==> config.mk <==
export PLATFORM = sky130hd
export DESIGN_NAME = onewire_temp_sensor_reader_core_flat
export DESIGN_NICKNAME = d
export VERILOG_FILES = /design/src/rtl/core/owtsr_pkg.sv /design/src/rtl/core/owtsr_if.sv /design/src/rtl/core/owtsr_cfg.sv /design/src/rtl/core/owtsr_seq.sv /design/src/rtl/core/owtsr_out.sv /design/src/rtl/core/onewire_temp_sensor_reader_core.sv /design/src/flat_wrapper.sv
export VERILOG_INCLUDE_DIRS = /design/src /design/src/rtl/core
export SDC_FILE = /design/constraint.sdc
export NUM_CORES = 1
export LEC_CHECK = 0
export BUFFER_PORTS_ARGS = -buffer_cell sky130_fd_sc_hd__clkbuf_2
export CORE_UTILIZATION = 33
export CTS_CLUSTER_SIZE = 12
export DETAILED_ROUTE_END_ITERATION = 8
export PLACE_DENSITY_LB_ADDON = 0.15
export SYNTH_ARGS = -nofsm -noshare
export SYNTH_HDL_FRONTEND = slang
export SYNTH_SLANG_ARGS = --single-unit
==> constraint.sdc <==
create_clock -name clk -period 5.1 [get_ports clk]
set_input_delay 0.765 -clock clk [delete_from_list [all_inputs] [get_ports clk]]
set_output_delay 0.765 -clock clk [all_outputs]
set_load 0.01 [all_outputs]
==> src/rtl/core/onewire_temp_sensor_reader_core_macros.svh <==
// Assertion macros for the 1-Wire temperature reader core.
// Used by the top level; relies on signals named clk and rst_n in scope.
`ifndef ONEWIRE_TEMP_SENSOR_READER_CORE_MACROS_SVH
`define ONEWIRE_TEMP_SENSOR_READER_CORE_MACROS_SVH

`ifndef NO_ASSERTIONS
`define OWTSR_ASSERT_NOW(label, prop) \
    label: assert property (@(posedge clk) disable iff (!rst_n) (prop)) \
        else $error("owtsr assertion failed");
`define OWTSR_ASSERT_NEXT(label, ante, cons) \
    label: assert property (@(posedge clk) disable iff (!rst_n) (ante) |=> (cons)) \
        else $error("owtsr assertion failed");
`else
`define OWTSR_ASSERT_NOW(label, prop)
`define OWTSR_ASSERT_NEXT(label, ante, cons)
`endif

`endif

==> src/rtl/core/owtsr_pkg.sv <==
// Types and constants shared by the 1-Wire temperature reader core.
// No dependencies.
package owtsr_pkg;

    localparam int US_W   = 10;
    localparam int POLL_W = 16;
    localparam int CFG_W  = 16;
    localparam int IDX_W  = 2;

    typedef enum logic [IDX_W-1:0] {
        CFG_POLL_LIMIT      = 2'd0,
        CFG_RESET_LOW       = 2'd1,
        CFG_PRESENCE_SAMPLE = 2'd2,
        CFG_PRESENCE_TAIL   = 2'd3
    } cfg_idx_t;

    typedef enum logic [1:0] {
        ST_OK          = 2'd0,
        ST_NO_PRESENCE = 2'd1,
        ST_TIMEOUT     = 2'd2
    } status_t;

    localparam logic [7:0] CMD_SKIP_ROM = 8'hCC;
    localparam logic [7:0] CMD_CONVERT  = 8'h44;
    localparam logic [7:0] CMD_READ_PAD = 8'hBE;

    localparam logic [US_W-1:0] WR_SLOT_US = 10'd58;
    localparam logic [US_W-1:0] WR_REC_US  = 10'd2;
    localparam logic [US_W-1:0] WR_GAP_US  = 10'd98;
    localparam logic [US_W-1:0] RD_WAIT_US = 10'd10;
    localparam logic [US_W-1:0] RD_TAIL_US = 10'd45;

    localparam logic [POLL_W-1:0] POLL_LIMIT_RST      = 16'd1000;
    localparam logic [US_W-1:0]   RESET_LOW_RST       = 10'd478;
    localparam logic [7:0]        PRESENCE_SAMPLE_RST = 8'd54;
    localparam logic [US_W-1:0]   PRESENCE_TAIL_RST   = 10'd423;

    typedef struct packed {
        logic [POLL_W-1:0] poll_limit;
        logic [US_W-1:0]   reset_low_us;
        logic [7:0]        presence_sample_us;
        logic [US_W-1:0]   presence_tail_us;
    } cfg_t;

    typedef struct packed {
        logic        drive_low;
        logic        busy_res;
        logic        done_res;
        status_t     status;
        logic [15:0] temperature_raw;
    } res_t;

endpackage

==> src/rtl/core/owtsr_if.sv <==
// Handshake channels of the 1-Wire temperature reader core.
// Depends on nothing; payload widths follow the block's fields.
interface owtsr_tick_if;
    logic valid;
    logic ready;
    logic start_req;
    logic bus_level;

    modport source (output valid, output start_req, output bus_level, input ready);
    modport sink (input valid, input start_req, input bus_level, output ready);
endinterface

interface owtsr_result_if;
    logic        valid;
    logic        ready;
    logic        drive_low;
    logic        busy_res;
    logic        done_res;
    logic [1:0]  status;
    logic [15:0] temperature_raw;

    modport source (output valid, output drive_low, output busy_res, output done_res,
                    output status, output temperature_raw, input ready);
    modport sink (input valid, input drive_low, input busy_res, input done_res,
                  input status, input temperature_raw, output ready);
endinterface

==> src/rtl/core/owtsr_cfg.sv <==
// Configuration registers of the 1-Wire temperature reader core.
// Depends on owtsr_pkg.
module owtsr_cfg (
    input  logic                   clk,
    input  logic                   rst_n,
    input  logic                   cfg_we,
    input  owtsr_pkg::cfg_idx_t    cfg_index,
    input  logic [owtsr_pkg::CFG_W-1:0] cfg_data,
    output owtsr_pkg::cfg_t        cfg
);
    import owtsr_pkg::*;

    cfg_t cfg_reg;

    always_ff @(posedge clk or negedge rst_n)
    begin
        if (!rst_n)
        begin
            cfg_reg.poll_limit         <= POLL_LIMIT_RST;
            cfg_reg.reset_low_us       <= RESET_LOW_RST;
            cfg_reg.presence_sample_us <= PRESENCE_SAMPLE_RST;
            cfg_reg.presence_tail_us   <= PRESENCE_TAIL_RST;
        end
        else if (cfg_we)
        begin
            unique case (cfg_index)
                CFG_POLL_LIMIT:      cfg_reg.poll_limit         <= cfg_data;
                CFG_RESET_LOW:       cfg_reg.reset_low_us       <= cfg_data[US_W-1:0];
                CFG_PRESENCE_SAMPLE: cfg_reg.presence_sample_us <= cfg_data[7:0];
                CFG_PRESENCE_TAIL:   cfg_reg.presence_tail_us   <= cfg_data[US_W-1:0];
                default:             cfg_reg                    <= cfg_reg;
            endcase
        end
    end

    assign cfg = cfg_reg;
endmodule

==> src/rtl/core/owtsr_seq.sv <==
// Bus sequencer: phase, slot timer, bit shifter and poll budget, one step per tick.
// Depends on owtsr_pkg.
module owtsr_seq (
    input  logic              clk,
    input  logic              rst_n,
    input  logic              step,
    input  logic              start_req,
    input  logic              bus_level,
    input  owtsr_pkg::cfg_t   cfg,
    output owtsr_pkg::res_t   res
);
    import owtsr_pkg::*;

    typedef enum logic [4:0] {
        PH_IDLE     = 5'd0,
        PH_RST_PRE  = 5'd1,
        PH_RST_LOW  = 5'd2,
        PH_RST_REL  = 5'd3,
        PH_RST_TAIL = 5'd4,
        PH_WR_LOW   = 5'd5,
        PH_WR_SLOT  = 5'd6,
        PH_WR_REC   = 5'd7,
        PH_WR_GAP   = 5'd8,
        PH_RD_LOW   = 5'd9,
        PH_RD_WAIT  = 5'd10,
        PH_RD_TAIL  = 5'd11
    } phase_t;

    typedef enum logic [2:0] {
        SG_CC1   = 3'd0,
        SG_CONV  = 3'd1,
        SG_CC2   = 3'd2,
        SG_RDPAD = 3'd3,
        SG_POLL  = 3'd4,
        SG_LSB   = 3'd5,
        SG_MSB   = 3'd6
    } stage_t;

    phase_t            phase_reg, phase_next;
    logic [US_W-1:0]   us_reg, us_next;
    logic [2:0]        bit_reg, bit_next;
    stage_t            stage_reg, stage_next;
    logic [7:0]        shift_reg, shift_next;
    logic [POLL_W-1:0] polls_reg, polls_next;
    logic [7:0]        low_reg, low_next;
    logic [15:0]       temp_reg, temp_next;

    logic [US_W-1:0]   dur;
    logic [US_W-1:0]   dur_eff;
    logic [US_W-1:0]   us_inc;
    logic              over;
    logic [US_W-1:0]   us_after;
    logic [7:0]        pres_byte;
    logic [7:0]        rd_byte;

    always_comb
    begin
        unique case (phase_reg)
            PH_RST_LOW:  dur = cfg.reset_low_us;
            PH_RST_REL:  dur = {{(US_W-8){1'b0}}, cfg.presence_sample_us};
            PH_RST_TAIL: dur = cfg.presence_tail_us;
            PH_WR_SLOT:  dur = WR_SLOT_US;
            PH_WR_REC:   dur = WR_REC_US;
            PH_WR_GAP:   dur = WR_GAP_US;
            PH_RD_WAIT:  dur = RD_WAIT_US;
            PH_RD_TAIL:  dur = RD_TAIL_US;
            default:     dur = {{(US_W-1){1'b0}}, 1'b1};
        endcase
        dur_eff  = (dur == '0) ? {{(US_W-1){1'b0}}, 1'b1} : dur;
        us_inc   = us_reg + {{(US_W-1){1'b0}}, 1'b1};
        over     = (us_inc >= dur_eff);
        us_after = over ? '0 : us_inc;
        pres_byte = (us_reg == '0) ? {7'd0, bus_level} : shift_reg;
        rd_byte   = (us_reg == '0) ? {bus_level, shift_reg[7:1]} : shift_reg;
    end

    always_comb
    begin
        phase_next = phase_reg;
        us_next    = us_reg;
        bit_next   = bit_reg;
        stage_next = stage_reg;
        shift_next = shift_reg;
        polls_next = polls_reg;
        low_next   = low_reg;
        temp_next  = temp_reg;
        res.drive_low       = 1'b0;
        res.busy_res        = (phase_reg != PH_IDLE);
        res.done_res        = 1'b0;
        res.status          = ST_OK;
        res.temperature_raw = '0;

        unique case (phase_reg)
            PH_IDLE:
            begin
                if (start_req)
                begin
                    res.busy_res = 1'b1;
                    polls_next   = cfg.poll_limit;
                    stage_next   = SG_CC1;
                    phase_next   = PH_RST_LOW;
                    us_next      = '0;
                end
            end
            PH_RST_PRE:
            begin
                phase_next = PH_RST_LOW;
                us_next    = '0;
            end
            PH_RST_LOW:
            begin
                res.drive_low = 1'b1;
                us_next       = us_after;
                if (over)
                begin
                    phase_next = PH_RST_REL;
                end
            end
            PH_RST_REL:
            begin
                us_next = us_after;
                if (over)
                begin
                    phase_next = PH_RST_TAIL;
                end
            end
            PH_RST_TAIL:
            begin
                shift_next = pres_byte;
                us_next    = us_after;
                if (over)
                begin
                    if (pres_byte[0])
                    begin
                        res.done_res = 1'b1;
                        res.status   = ST_NO_PRESENCE;
                        phase_next   = PH_IDLE;
                    end
                    else
                    begin
                        shift_next = CMD_SKIP_ROM;
                        bit_next   = '0;
                        phase_next = PH_WR_LOW;
                    end
                end
            end
            PH_WR_LOW:
            begin
                res.drive_low = 1'b1;
                phase_next    = PH_WR_SLOT;
                us_next       = '0;
            end
            PH_WR_SLOT:
            begin
                res.drive_low = !shift_reg[0];
                us_next       = us_after;
                if (over)
                begin
                    phase_next = PH_WR_REC;
                end
            end
            PH_WR_REC:
            begin
                us_next = us_after;
                if (over)
                begin
                    shift_next = {1'b0, shift_reg[7:1]};
                    if (bit_reg == 3'd7)
                    begin
                        phase_next = PH_WR_GAP;
                    end
                    else
                    begin
                        bit_next   = bit_reg + 3'd1;
                        phase_next = PH_WR_LOW;
                    end
                end
            end
            PH_WR_GAP:
            begin
                us_next = us_after;
                if (over)
                begin
                    bit_next = '0;
                    unique case (stage_reg)
                        SG_CC1:
                        begin
                            stage_next = SG_CONV;
                            shift_next = CMD_CONVERT;
                            phase_next = PH_WR_LOW;
                        end
                        SG_CONV:
                        begin
                            stage_next = SG_POLL;
                            shift_next = '0;
                            phase_next = PH_RD_LOW;
                        end
                        SG_CC2:
                        begin
                            stage_next = SG_RDPAD;
                            shift_next = CMD_READ_PAD;
                            phase_next = PH_WR_LOW;
                        end
                        SG_RDPAD:
                        begin
                            stage_next = SG_LSB;
                            shift_next = '0;
                            phase_next = PH_RD_LOW;
                        end
                        default:
                        begin
                            bit_next   = bit_reg;
                            phase_next = PH_IDLE;
                        end
                    endcase
                end
            end
            PH_RD_LOW:
            begin
                res.drive_low = 1'b1;
                phase_next    = PH_RD_WAIT;
                us_next       = '0;
            end
            PH_RD_WAIT:
            begin
                us_next = us_after;
                if (over)
                begin
                    phase_next = PH_RD_TAIL;
                end
            end
            PH_RD_TAIL:
            begin
                shift_next = rd_byte;
                us_next    = us_after;
                if (over)
                begin
                    if (bit_reg != 3'd7)
                    begin
                        bit_next   = bit_reg + 3'd1;
                        phase_next = PH_RD_LOW;
                    end
                    else
                    begin
                        unique case (stage_reg)
                            SG_POLL:
                            begin
                                priority if (rd_byte != '0)
                                begin
                                    stage_next = SG_CC2;
                                    phase_next = PH_RST_PRE;
                                end
                                else if (polls_reg <= {{(POLL_W-1){1'b0}}, 1'b1})
                                begin
                                    polls_next   = '0;
                                    res.done_res = 1'b1;
                                    res.status   = ST_TIMEOUT;
                                    phase_next   = PH_IDLE;
                                end
                                else
                                begin
                                    polls_next = polls_reg - {{(POLL_W-1){1'b0}}, 1'b1};
                                    shift_next = '0;
                                    bit_next   = '0;
                                    phase_next = PH_RD_LOW;
                                end
                            end
                            SG_LSB:
                            begin
                                low_next   = rd_byte;
                                stage_next = SG_MSB;
                                shift_next = '0;
                                bit_next   = '0;
                                phase_next = PH_RD_LOW;
                            end
                            SG_MSB:
                            begin
                                temp_next           = {rd_byte, low_reg};
                                res.done_res        = 1'b1;
                                res.temperature_raw = {rd_byte, low_reg};
                                phase_next          = PH_IDLE;
                            end
                            default:
                            begin
                                phase_next = PH_IDLE;
                            end
                        endcase
                    end
                end
            end
            default:
            begin
                res.busy_res = 1'b0;
                phase_next   = PH_IDLE;
                us_next      = '0;
            end
        endcase
    end

    always_ff @(posedge clk or negedge rst_n)
    begin
        if (!rst_n)
        begin
            phase_reg <= PH_IDLE;
            us_reg    <= '0;
            bit_reg   <= '0;
            stage_reg <= SG_CC1;
            shift_reg <= '0;
            polls_reg <= '0;
            low_reg   <= '0;
            temp_reg  <= '0;
        end
        else if (step)
        begin
            phase_reg <= phase_next;
            us_reg    <= us_next;
            bit_reg   <= bit_next;
            stage_reg <= stage_next;
            shift_reg <= shift_next;
            polls_reg <= polls_next;
            low_reg   <= low_next;
            temp_reg  <= temp_next;
        end
    end
endmodule

==> src/rtl/core/owtsr_out.sv <==
// Result register between the sequencer and the result channel.
// Depends on owtsr_pkg and owtsr_if.
module owtsr_out (
    input  logic             clk,
    input  logic             rst_n,
    input  logic             step,
    input  owtsr_pkg::res_t  res,
    output logic             room,
    owtsr_result_if.source   result
);
    import owtsr_pkg::*;

    logic valid_reg;
    res_t res_reg;

    assign room = !valid_reg || result.ready;

    always_ff @(posedge clk or negedge rst_n)
    begin
        if (!rst_n)
        begin
            valid_reg <= 1'b0;
        end
        else if (step)
        begin
            valid_reg <= 1'b1;
        end
        else if (result.ready)
        begin
            valid_reg <= 1'b0;
        end
    end

    always_ff @(posedge clk)
    begin
        if (step)
        begin
            res_reg <= res;
        end
    end

    assign result.valid           = valid_reg;
    assign result.drive_low       = res_reg.drive_low;
    assign result.busy_res        = res_reg.busy_res;
    assign result.done_res        = res_reg.done_res;
    assign result.status          = res_reg.status;
    assign result.temperature_raw = res_reg.temperature_raw;
endmodule

==> src/rtl/core/onewire_temp_sensor_reader_core.sv <==
// Top level of the 1-Wire temperature reader: config, sequencer, result register.
// Depends on owtsr_pkg, owtsr_if, owtsr_cfg, owtsr_seq, owtsr_out and the macro header.
//
//   channel   dir   word
//   tick      in    start_req, bus_level (one microsecond tick)
//   result    out   drive_low, busy_res, done_res, status, temperature_raw
//   cfg       in    cfg_we, cfg_index, cfg_data (write only)
//
// One tick enters per clock unless stalled; its word is registered for the next cycle.
// The sequencer step and the result register load together.
// A stalled result holds the tick channel only while the result register is full.
// Reset clears the sequencer to idle and loads register defaults; no clearing pass.
`include "onewire_temp_sensor_reader_core_macros.svh"
module onewire_temp_sensor_reader_core (
    input  logic                        clk,
    input  logic                        rst_n,
    owtsr_tick_if.sink                  tick,
    owtsr_result_if.source              result,
    input  logic                        cfg_we,
    input  owtsr_pkg::cfg_idx_t         cfg_index,
    input  logic [owtsr_pkg::CFG_W-1:0] cfg_data
);
    import owtsr_pkg::*;

    cfg_t cfg;
    res_t res;
    logic room;
    logic step;

    assign tick.ready = room;
    assign step       = tick.valid && room;

    owtsr_cfg u_cfg (
        .clk       (clk),
        .rst_n     (rst_n),
        .cfg_we    (cfg_we),
        .cfg_index (cfg_index),
        .cfg_data  (cfg_data),
        .cfg       (cfg)
    );

    owtsr_seq u_seq (
        .clk       (clk),
        .rst_n     (rst_n),
        .step      (step),
        .start_req (tick.start_req),
        .bus_level (tick.bus_level),
        .cfg       (cfg),
        .res       (res)
    );

    owtsr_out u_out (
        .clk    (clk),
        .rst_n  (rst_n),
        .step   (step),
        .res    (res),
        .room   (room),
        .result (result)
    );

    `OWTSR_ASSERT_NEXT(a_step_loads, step, result.valid)
    `OWTSR_ASSERT_NOW(a_done_busy, !(result.valid && result.done_res) || result.busy_res)
    `OWTSR_ASSERT_NOW(a_status_done, !(result.valid && result.status != ST_OK) || result.done_res)
    `OWTSR_ASSERT_NOW(a_temp_ok, !(result.valid && result.temperature_raw != '0) ||
                      (result.done_res && result.status == ST_OK))
endmodule

==> src/flat_wrapper.sv <==
// flat-port wrapper written by rule: the top's interface ports become plain ports
module onewire_temp_sensor_reader_core_flat import owtsr_pkg::*;
  (clk, rst_n, cfg_we, cfg_index, cfg_data, tick_valid, tick_start_req, tick_bus_level, tick_ready, result_valid, result_drive_low, result_busy_res, result_done_res, result_status, result_temperature_raw, result_ready);
  owtsr_tick_if tick_i ();
  owtsr_result_if result_i ();
  input  logic clk;
  input  logic rst_n;
  input  logic cfg_we;
  input  owtsr_pkg::cfg_idx_t cfg_index;
  input  logic [owtsr_pkg::CFG_W-1:0] cfg_data;
  input wire logic [$bits(tick_i.valid)-1:0] tick_valid;
  input wire logic [$bits(tick_i.start_req)-1:0] tick_start_req;
  input wire logic [$bits(tick_i.bus_level)-1:0] tick_bus_level;
  output wire logic [$bits(tick_i.ready)-1:0] tick_ready;
  output wire logic [$bits(result_i.valid)-1:0] result_valid;
  output wire logic [$bits(result_i.drive_low)-1:0] result_drive_low;
  output wire logic [$bits(result_i.busy_res)-1:0] result_busy_res;
  output wire logic [$bits(result_i.done_res)-1:0] result_done_res;
  output wire logic [$bits(result_i.status)-1:0] result_status;
  output wire logic [$bits(result_i.temperature_raw)-1:0] result_temperature_raw;
  input wire logic [$bits(result_i.ready)-1:0] result_ready;
  assign tick_i.valid = tick_valid;
  assign tick_i.start_req = tick_start_req;
  assign tick_i.bus_level = tick_bus_level;
  assign tick_ready = tick_i.ready;
  assign result_valid = result_i.valid;
  assign result_drive_low = result_i.drive_low;
  assign result_busy_res = result_i.busy_res;
  assign result_done_res = result_i.done_res;
  assign result_status = result_i.status;
  assign result_temperature_raw = result_i.temperature_raw;
  assign result_i.ready = result_ready;
  onewire_temp_sensor_reader_core u_core (.clk(clk), .rst_n(rst_n), .tick(tick_i), .result(result_i), .cfg_we(cfg_we), .cfg_index(cfg_index), .cfg_data(cfg_data));
endmodule
==> impl_metrics.csv, run 1 <==
group,metric,value,unit
status,status,"finished clean",
critical_path,crit_path_max_incr_delay,500,ps
critical_path,cpMostUsedCell,"nand2b_1",
final_layout,n_fill_cell,1936,
yosys,async_flop_share,0.822,
clock_network,cts_inserted_buffers,17,
clock_network,cts-root-buf,"clkbuf_16",
final_layout,largest_reg_flops,44,
clock_network,cts_resized,0,
yosys,yosysWarnings,0,
power_and_ir_drop,power_density,548,nW/µm²
clock_network,post-cts-setup-buffers,0,
yosys,post_synth.cell_area_avg,9.98,µm²
power_and_ir_drop,power_switching,0.00165,W
timing,skew,7.44,ps
placed_design,finalWeightedCongestion,0.896,
yosys,synthesis.nets,704,
die,die_h,144,µm
yosys,netlist_area,6620,µm²
global_routing,antenna_found_initial,0,
final_layout,multi_input_area,3330,µm²
yosys,yosys-top-cells-area,"dfrtp_1 28%, edfxtp_1 9.5%, dfstp_2 9.1%",
yosys,synth_edf_count,21,
power_and_ir_drop,p_int,0.00261,W
yosys,syn_inst,663,
detailed_routing,ant_nets,0,
timing,maxSlewViolCount,0,
yosys,yosysSeqAreaShare,0.466,
timing,setup_viol_count_final,0,
critical_path,criticalPathCategory,"flop to flop",
critical_path,slowest_stage,"dfrtp_1",
detailed_routing,drt-initial-drc-count,334,
min_path,min_path_type,"input port to asynchronous set/reset pin",
critical_path,rr_worst_depth,14,
die,ios,48,
power_and_ir_drop,clkPwrFrac,0.301,
yosys,synth_flop_cell,"dfrtp_1",
detailed_routing,routed_wirelength,17200,µm
timing,timing.final.crit_share,0.840,
global_routing,grtUsageTotal,0.179,
yosys,synth_top_area_cell,"dfrtp_1",
placed_design,port_buffers,47,
critical_path,cp-end-kind,"flop",
yosys,yosysTopAreaCellShare,0.280,
timing,period_needed,4280,ps
final_layout,layout.area.seq,3090,µm²
detailed_routing,via_count,5358,
die,fp.dieArea,20600,µm²
critical_path,cp.required,5400,ps
global_routing,overflow,0,
timing,setup_tns,0,ps
clock_network,path_clk_slew,60,ps
clock_network,ctsHoldBuffers,0,
critical_path,r2r_start,"u_core.u_seq.phase_reg[2]$_DFFE_PN0P_",
final_layout,syn2layout_area_growth,17.4,%
detailed_routing,via_per_inst,5.43,
timing,worst_pin_slew,829,ps
clock_network,cts_tree,"done",
yosys,synth_cell_types,77,
power_and_ir_drop,combPwrFrac,0.366,
global_routing,grt_pass1_wl,28100,µm
placed_design,hpwl,12500,µm
power_and_ir_drop,switching_share,0.387,
power_and_ir_drop,power_leakage,3.24,nW
critical_path,cp.arrival,4590,ps
timing,final_hold_viol_count,0,
detailed_routing,wire_per_inst,17.4,µm
final_layout,drive_above_1_share,0.252,
die,std_cell_rows,51,
timing,max_freq,233,MHz
clock_network,htree_levels,4,
critical_path,cp_max_fo,16,
timing,rsz0062_at_grt,"no",
timing,slew_headroom,0.445,
final_layout,fin_nets,749,
final_layout,antenna_cells,0,
placed_design,post-place-ws,889,ps
clock_network,clk_path_buf_depth,2,
power_and_ir_drop,worst_ir_drop_vdd,0.000233,V
timing,setup_slack,816,ps
detailed_routing,dr.pass1.iters,4,
critical_path,r2r_end,"u_core.u_seq.phase_reg[2]$_DFFE_PN0P_",
critical_path,crit_chain,"buf_4 > nand2b_1 > nor3_1 > a221oi_1 > nand4_1 > o31ai_1 > ha_1 > nor3b_1 > nor2_1 > o21ai_1 > a21oi_1 > a211o_1 > nand2b_1 > mux2_2",
die,coreArea,19600,µm²
detailed_routing,drcViolationCount,0,
yosys,ys_ff_latch,118,
global_routing,grt_max_degree,52,
run,cap_violations,0,
critical_path,worstSetupStartpointType,"flop",
yosys,ys_top_cells_by_count,"74 x dfrtp_1, 61 x nor2_1, 49 x mux2_2",
clock_network,cts.sink_count,118,
die,chipWidth,144,µm
clock_network,insertion_delay,420,ps
die,start_util,0.338,
critical_path,ff2ff_setup_slack,820,ps
power_and_ir_drop,p_seq_frac,0.333,
global_routing,grt_pass1_vias,5205,
yosys,yosysMostFrequentCell,"dfrtp_1",
-- cell type report --
class | count | area share
Tap cell | 265 | 0.0427
Sequential cell | 118 | 0.397
Inverter | 19 | 0.00918
Clock inverter | 15 | 0.0258
Multi-Input combinational cell | 493 | 0.428
Clock buffer | 17 | 0.0547
Timing Repair Buffer | 59 | 0.0422
-- routing by layer --
metal  track usage  share of wire
met1         0.245           0.47
met2         0.275           0.46
met3        0.0363          0.042
met4        0.0717          0.023
met5             0              0
-- critical path, delay by kind of cell (launching register included) --
family | cells | cell delay [ps]
AO/OA/AOI/OAI | 5 | 1890
adder cells (fa/ha/maj) | 1 | 280
buffers and inverters | 1 | 250
flip-flops | 1 | 500
multiplexers | 1 | 350
AND/OR/NAND/NOR | 6 | 880
-- cells in the final DEF, fill, tap and decap left out, types with 6 or more instances in the layout --
master and count:
nand2_1 48, dfstp_2 23, nand2b_1 13, a21oi_1 42
o22ai_1 6, clkbuf_2 46, dfrtp_1 74, o21ai_0 45
a22oi_1 10, and2_1 13, xnor2_1 6, o21ai_1 20
nor2_1 61, o211ai_1 6, a22o_1 7, nor2b_1 6
and3_1 6, edfxtp_1 21, ha_1 16, clkbuf_16 17
mux2_2 49, inv_1 19, mux2i_1 9, buf_4 13
a31oi_1 6, nor3_1 16, nand3_1 18
-- per-stage QoR --
step           cell area [µm²]  cells  power (W)  hold WS [ps]  utilization
2_1_floorplan             6620    663    0.00253           466            -
3_3_place_gp              7150    954    0.00297           496        0.365
3_5_place_dp              7150    954    0.00298           499        0.365
4_1_cts                   7770    986    0.00428           386        0.397
5_1_grt                   7770    986    0.00456           416        0.397
6_report                  7770    986    0.00426           368        0.397
-- power groups by stage --
stage          Clock [W]  Sequential (W)  Combinational [W]
2_1_floorplan          0         0.00132            0.00120
3_3_place_gp           0         0.00143            0.00154
3_5_place_dp           0         0.00143            0.00155
4_1_cts          0.00131         0.00142            0.00156
5_1_grt          0.00135         0.00145            0.00176
6_report         0.00128         0.00142            0.00156
-- logic make-up (layout without fill, tap and decap cells) --
family	count (synthesis)	count (layout)	synth area share
buffers and inverters	52	110	0.0316
XOR/XNOR	8	8	0.0106
AO/OA/AOI/OAI	196	196	0.197
flip-flops	118	118	0.466
multiplexers	58	58	0.0970
adder cells (fa/ha/maj)	16	16	0.0302
AND/OR/NAND/NOR	215	215	0.167
-- worst max-delay path by stage --
stage,from,to,cells past startpoint
floorplan,u_core.u_seq.phase_reg[0]$_DFFE_PN0P_,u_core.u_out.result.done_res$_DFFE_PP_,16
global placement,u_core.u_seq.phase_reg[2]$_DFFE_PN0P_,u_core.u_seq.phase_reg[2]$_DFFE_PN0P_,14
detailed placement,u_core.u_seq.phase_reg[2]$_DFFE_PN0P_,u_core.u_seq.phase_reg[2]$_DFFE_PN0P_,14
CTS,u_core.u_seq.phase_reg[2]$_DFFE_PN0P_,u_core.u_seq.phase_reg[2]$_DFFE_PN0P_,14
global route,u_core.u_seq.phase_reg[2]$_DFFE_PN0P_,u_core.u_seq.phase_reg[0]$_DFFE_PN0P_,14
finish,u_core.u_seq.phase_reg[2]$_DFFE_PN0P_,u_core.u_seq.phase_reg[2]$_DFFE_PN0P_,14
Note: power is estimated with default switching activity, not from simulation.
==> run 2, diff against run 1 <==
clock period = 3.5 ns   (was 5.1 ns; I/O delays follow)
==> run 2 against run 1 <==
  * Clock power up 36%
  * Global-route usage is 0.46 points higher
  * Cell count is 4.7% higher
  * Design area rose by 5.7%
  * Hold slack got worse by 240 ps
  * Via count grew 2.1%
  * Total power increased by 54%
  * Die area is the same
  * Wire length grew 1.1%
==> impl_metrics.csv, run 2 (synthesized netlist as in run 1, its figures left out) <==
group,metric,value,unit
critical_path,worstSetupStartpointType,"flop",
clock_network,htree_levels,4,
timing,worst_pin_slew,656,ps
critical_path,cp_max_fo,7,
critical_path,cp.arrival,3640,ps
clock_network,cts_inserted_buffers,17,
detailed_routing,ant_nets,0,
timing,period_needed,3350,ps
global_routing,overflow,0,
timing,rsz0062_at_grt,"yes",
clock_network,path_clk_slew,60,ps
critical_path,cp.required,3790,ps
final_layout,syn2layout_area_growth,24.1,%
critical_path,slowest_stage,"dfrtp_2",
clock_network,clk_path_buf_depth,2,
final_layout,final_common_cell,"dfrtp_1",
critical_path,cp-end-kind,"flop",
die,std_cell_rows,51,
die,ios,48,
timing,skew,13.1,ps
die,die_h,144,µm
final_layout,antenna_cells,0,
final_layout,layout.area.seq,3090,µm²
power_and_ir_drop,finalPower,0.00655,W
detailed_routing,dr_wl_met2,8440,µm
power_and_ir_drop,power_leakage,3.46,nW
final_layout,multi_input_area,3440,µm²
global_routing,grt_pass1_vias,5546,
detailed_routing,routed_wirelength,17400,µm
detailed_routing,dr.pass1.iters,6,
final_layout,largest_reg_flops,44,
final_layout,n_fill_cell,1935,
run,cap_violations,0,
critical_path,crit_chain,"nor2b_2 > buf_4 > a22o_1 > a2bb2oi_2 > nand3_1 > o31ai_2 > ha_1 > nor3b_2 > nor2_2 > o21ai_4 > buf_4 > nand3_1 > a22o_1 > o311ai_2 > mux2_2",
die,chipWidth,144,µm
placed_design,hpwl,12800,µm
clock_network,cts_tree,"done",
timing,timing.final.crit_share,0.956,
placed_design,finalWeightedCongestion,0.850,
die,fp.dieArea,20600,µm²
detailed_routing,via_count,5472,
clock_network,cts.sink_count,118,
detailed_routing,routed.top_layer,"met4",
timing,setup_viol_count_final,0,
timing,maxSlewViolCount,0,
min_path,min_path_type,"input port to asynchronous set/reset pin",
power_and_ir_drop,power_density,798,nW/µm²
final_layout,final_cell_mix,"71 x dfrtp_1, 59 x nor2_1, 56 x buf_4",
critical_path,r2r_start,"u_core.u_seq.phase_reg[1]$_DFFE_PN0P_",
timing,max_freq,299,MHz
detailed_routing,wl_met3,586,µm
clock_network,insertion_delay,420,ps
global_routing,grt_max_degree,53,
die,coreArea,19600,µm²
clock_network,ctsHoldBuffers,0,
timing,final_hold_viol_count,0,
final_layout,drive_above_1_share,0.322,
final_layout,fin_nets,795,
detailed_routing,via_per_inst,5.30,
global_routing,antenna_found_initial,0,
timing,slew_headroom,0.563,
clock_network,cts-root-buf,"clkbuf_16",
placed_design,placed_area,7480,µm²
global_routing,grt_pass1_wl,29100,µm
critical_path,crit_path_max_incr_delay,450,ps
detailed_routing,drcViolationCount,0,
critical_path,r2r_end,"u_core.u_seq.bit_reg[2]$_DFFE_PN0P_",
die,start_util,0.338,
final_layout,final_area,8220,µm²
detailed_routing,wire_per_inst,16.8,µm
detailed_routing,m1WireLength,8150,µm
critical_path,criticalPathCategory,"flop to flop",
detailed_routing,drt-initial-drc-count,324,
critical_path,rr_worst_depth,15,
placed_design,port_buffers,47,
power_and_ir_drop,worst_ir_drop_vdd,0.000444,V
critical_path,ff2ff_setup_slack,150,ps
status,status,"finished clean",
global_routing,grtUsageTotal,0.183,
## run 2: routing by layer
metal | global-route usage | up-vias
met4 | 0.0554 | 0
met1 | 0.244 | 2675
li1 | - | 2647
met2 | 0.302 | 134
met3 | 0.0337 | 16
met5 | 0 | -
## run 2: critical path: cells and delay by family (launching register included)
kind / cells / cell delay (ps)
buffers and inverters: 2 / 310
multiplexers: 1 / 390
flip-flops: 1 / 450
adder cells (fa/ha/maj): 1 / 270
AND/OR/NAND/NOR: 5 / 620
AO/OA/AOI/OAI: 6 / 1160
## run 2: power breakdown
group / internal, W / switching (W) / total, W
Combinational: 0.00121 / 0.00154 / 0.00275
Sequential: 0.00173 / 0.000335 / 0.00206
Clock: 0.00112 / 0.000625 / 0.00174
## run 2: layout make-up
class,count,share of cell area
Clock buffer,20,0.0531
Tap cell,265,0.0404
Clock inverter,12,0.0187
Inverter,19,0.00868
Sequential cell,118,0.376
Timing Repair Buffer,105,0.0847
Multi-Input combinational cell,493,0.418
## run 2: per-stage QoR
stage               std cells   util  hold WS, ps  setup slack, ps  setup TNS, ps
detailed placement        995  0.382          497             -193          -1850
CTS                      1030  0.415          160             41.5              0
global placement          995  0.382          497            -96.4           -922
finish                   1032  0.419          126              153              0
global route             1032  0.419          182            -27.7          -83.2
floorplan                 663      -          229            0.813              0
## run 2: how the worst max path moves through the flow
stage,from,to,slack (ps),cells after the start
3_3_place_gp,u_core.u_seq.phase_reg[2]$_DFFE_PN0P_,u_core.u_seq.shift_reg[6]$_DFFE_PN0P_,-100,14
5_1_grt,u_core.u_seq.phase_reg[3]$_DFFE_PN0P_,u_core.u_seq.bit_reg[2]$_DFFE_PN0P_,-30,15
2_1_floorplan,u_core.u_seq.phase_reg[0]$_DFFE_PN0P_,u_core.u_out.result.done_res$_DFFE_PP_,0.8,16
6_report,u_core.u_seq.phase_reg[1]$_DFFE_PN0P_,u_core.u_seq.bit_reg[2]$_DFFE_PN0P_,150,15
4_1_cts,u_core.u_seq.phase_reg[2]$_DFFE_PN0P_,u_core.u_seq.shift_reg[3]$_DFFE_PN0P_,40,16
3_5_place_dp,u_core.u_seq.phase_reg[2]$_DFFE_PN0P_,u_core.u_seq.shift_reg[3]$_DFFE_PN0P_,-190,14
## run 2: what timing repair did
| action | CTS | global route |
|---|---|---|
| resized for setup | 7 | 21 |
| endpoints found under the setup margin | 22 | 68 |
| pin swaps | 1 | 8 |
| buffers inserted | 3 | 2 |
==> run 3, diff against run 2 <==
CORE_UTILIZATION = 35   (was 33)
==> run 3 against run 2 <==
  * Sequential share of layout area about the same
  * Cell count fell by 3.2%
  * Design area about the same
  * Clock power decreased by 9.8%
  * Sequential cell count stayed put
  * Via count increased by 2.0%
  * Largest cell class unchanged
  * Highest routed layer unchanged
==> impl_metrics.csv, run 3 (synthesized netlist as in run 1, its figures left out) <==
group,metric,value,unit
power_and_ir_drop,p_int,0.00386,W
die,start_util,0.362,
timing,holdWs,186,ps
die,die_h,140,µm
final_layout,antenna_cells,0,
power_and_ir_drop,clkPwrFrac,0.244,
critical_path,slowest_stage,"dfrtp_2",
final_layout,final_cell_count_no_fill,999,
final_layout,drive_above_1_share,0.332,
power_and_ir_drop,finalPower,0.00642,W
die,std_cell_rows,49,
global_routing,antenna_found_initial,0,
die,ios,48,
detailed_routing,drt-initial-drc-count,401,
global_routing,overflow,0,
run,cap_violations,0,
timing,setup_tns,0,ps
power_and_ir_drop,p_seq_frac,0.322,
critical_path,criticalPathCategory,"flop to flop",
critical_path,cpMostUsedCell,"buf_4",
die,coreArea,18300,µm²
detailed_routing,routed_wirelength,17600,µm
power_and_ir_drop,worst_ir_drop_vdd,0.000429,V
detailed_routing,via_per_inst,5.59,
critical_path,cp-end-kind,"flop",
critical_path,rr_worst_depth,19,
power_and_ir_drop,power_switching,0.00256,W
timing,skew,12.4,ps
critical_path,path_delay_family,"compound AO/OA/AOI/OAI gates",
timing,slew_headroom,0.471,
timing,maxSlewViolCount,0,
timing,setup_viol_count_final,0,
timing,final_hold_viol_count,0,
critical_path,cp_max_fo,13,
critical_path,r2r_start,"u_core.u_seq.phase_reg[2]$_DFFE_PN0P_",
global_routing,grt_max_degree,58,
clock_network,cts_inserted_buffers,17,
min_path,min_path_type,"input port to asynchronous set/reset pin",
critical_path,cp.arrival,3680,ps
clock_network,clk_path_buf_depth,2,
timing,worst_pin_slew,794,ps
critical_path,r2r_end,"u_core.u_seq.polls_reg[1]$_DFFE_PN0P_",
detailed_routing,ant_nets,0,
critical_path,crit_path_max_incr_delay,470,ps
final_layout,syn2layout_area_growth,24.1,%
timing,timing.final.crit_share,0.967,
final_layout,final_cell_mix,"71 x dfrtp_1, 60 x nor2_1, 55 x buf_4",
critical_path,worstSetupStartpointType,"flop",
status,status,"finished clean",
die,chipWidth,140,µm
power_and_ir_drop,combPwrFrac,0.434,
final_layout,fin_nets,798,
final_layout,largest_reg_flops,44,
detailed_routing,drcViolationCount,0,
power_and_ir_drop,power_leakage,3.49,nW
power_and_ir_drop,power_density,782,nW/µm²
placed_design,port_buffers,47,
critical_path,ff2ff_setup_slack,110,ps
placed_design,finalWeightedCongestion,0.878,
placed_design,hpwl,12600,µm
clock_network,cts.sink_count,118,
detailed_routing,wire_per_inst,17.7,µm
clock_network,path_clk_slew,60,ps
global_routing,grt_pass1_vias,5540,
placed_design,dp_cells,958,
final_layout,final_common_cell,"dfrtp_1",
clock_network,cts-root-buf,"clkbuf_16",
global_routing,grtUsageTotal,0.187,
critical_path,cp.required,3800,ps
critical_path,critPathBufInv,4,
timing,period_needed,3390,ps
timing,max_freq,295,MHz
detailed_routing,via_count,5583,
die,fp.dieArea,19500,µm²
clock_network,cts_tree,"done",
detailed_routing,dr.pass1.iters,8,
critical_path,crit_chain,"nor2b_4 > a22oi_2 > nor2_1 > a21oi_1 > or2_4 > nand2_1 > o31ai_2 > ha_1 > nor3b_2 > nor2_2 > o21ai_2 > buf_4 > buf_4 > a2111oi_4 > o21ai_4 > buf_4 > clkbuf_16 > nand2_1 > o21ai_1",
power_and_ir_drop,switching_share,0.399,
clock_network,htree_levels,4,
clock_network,insertion_delay,410,ps
global_routing,grt_pass1_wl,28700,µm
[run 3: cell count changes in the layout (fill, tap and decap cells not counted), moves of 2 or more]
cell / previous run / this run
buf_6: 0 / 4
bufinv_16: 3 / 0
inv_6: 1 / 4
clkbuf_1: 3 / 1
clkbuf_16: 17 / 19
clkinv_2: 2 / 4
clkinv_4: 3 / 5
clkinvlp_4: 2 / 0
nor3_4: 0 / 2
[run 3: power by group through the flow]
stage	clock [W]	combinational (W)	sequential, W
2_1_floorplan	0	0.00176	0.00193
4_1_cts	0.00161	0.00262	0.00205
3_3_place_gp	0	0.00251	0.00206
5_1_grt	0.00167	0.00307	0.00211
6_report	0.00157	0.00279	0.00207
3_5_place_dp	0	0.00255	0.00207
[run 3: repair_timing]
action	in CTS	in global routing
cloned	0	2
gates resized for setup	7	33
endpoints found under the hold margin	0	0
setup buffers	2	5
pin swaps	2	15
hold buffers	0	0
setup endpoints to repair	36	62
[run 3: final cells by class]
cell class / instances / area [µm²]
inverters: 19 / 71.3
clock buffers: 18 / 429
well taps: 229 / 287
flip-flops and latches: 118 / 3090
repair buffers: 108 / 758
fillers: 1767 / 10100
clock inverters: 14 / 103
multi-input cells: 493 / 3480
[run 3: stage by stage]
| step | cell area, µm² | utilization | worst slack [ps] |
|---|---|---|---|
| after floorplan | 6630 | - | 0.813 |
| after global placement | 7420 | 0.406 | -74.1 |
| after detailed placement | 7420 | 0.406 | -218 |
| after CTS | 7990 | 0.437 | 19.7 |
| after global routing | 8220 | 0.450 | -52.8 |
| final | 8220 | 0.450 | 115 |
[run 3: worst register-to-register path, stage by stage, from the launching register on]
cell and delay, ps:
dfrtp_2 470, nor2b_4 170, a22oi_2 200, nor2_1 50, a21oi_1 140, or2_4 140, nand2_1 60, o31ai_2 250
ha_1 170, nor3b_2 50, nor2_2 110, o21ai_2 90, buf_4 150, buf_4 130, a2111oi_4 470, o21ai_4 140
buf_4 190, clkbuf_16 160, nand2_1 60, o21ai_1 60
[run 3: layer usage]
metal | global-route usage | part of all wire | up-vias
met2 | 0.301 | 0.48 | 156
li1 | - | - | 2652
met3 | 0.0420 | 0.041 | 18
met1 | 0.250 | 0.47 | 2757
met5 | 0 | 0 | -
met4 | 0.0596 | 0.011 | 0
[run 3: worst max-delay path by stage]
stage                                               start                                endpoint  cells after the start
global placement    u_core.u_seq.phase_reg[2]$_DFFE_PN0P_   u_core.u_seq.shift_reg[6]$_DFFE_PN0P_                     14
CTS                 u_core.u_seq.phase_reg[2]$_DFFE_PN0P_  u_core.u_out.result.done_res$_DFFE_PP_                     14
floorplan           u_core.u_seq.phase_reg[0]$_DFFE_PN0P_  u_core.u_out.result.done_res$_DFFE_PP_                     16
global route        u_core.u_seq.phase_reg[1]$_DFFE_PN0P_   u_core.u_seq.polls_reg[1]$_DFFE_PN0P_                     18
detailed placement  u_core.u_seq.phase_reg[2]$_DFFE_PN0P_   u_core.u_seq.shift_reg[6]$_DFFE_PN0P_                     14
finish              u_core.u_seq.phase_reg[2]$_DFFE_PN0P_   u_core.u_seq.polls_reg[1]$_DFFE_PN0P_                     19
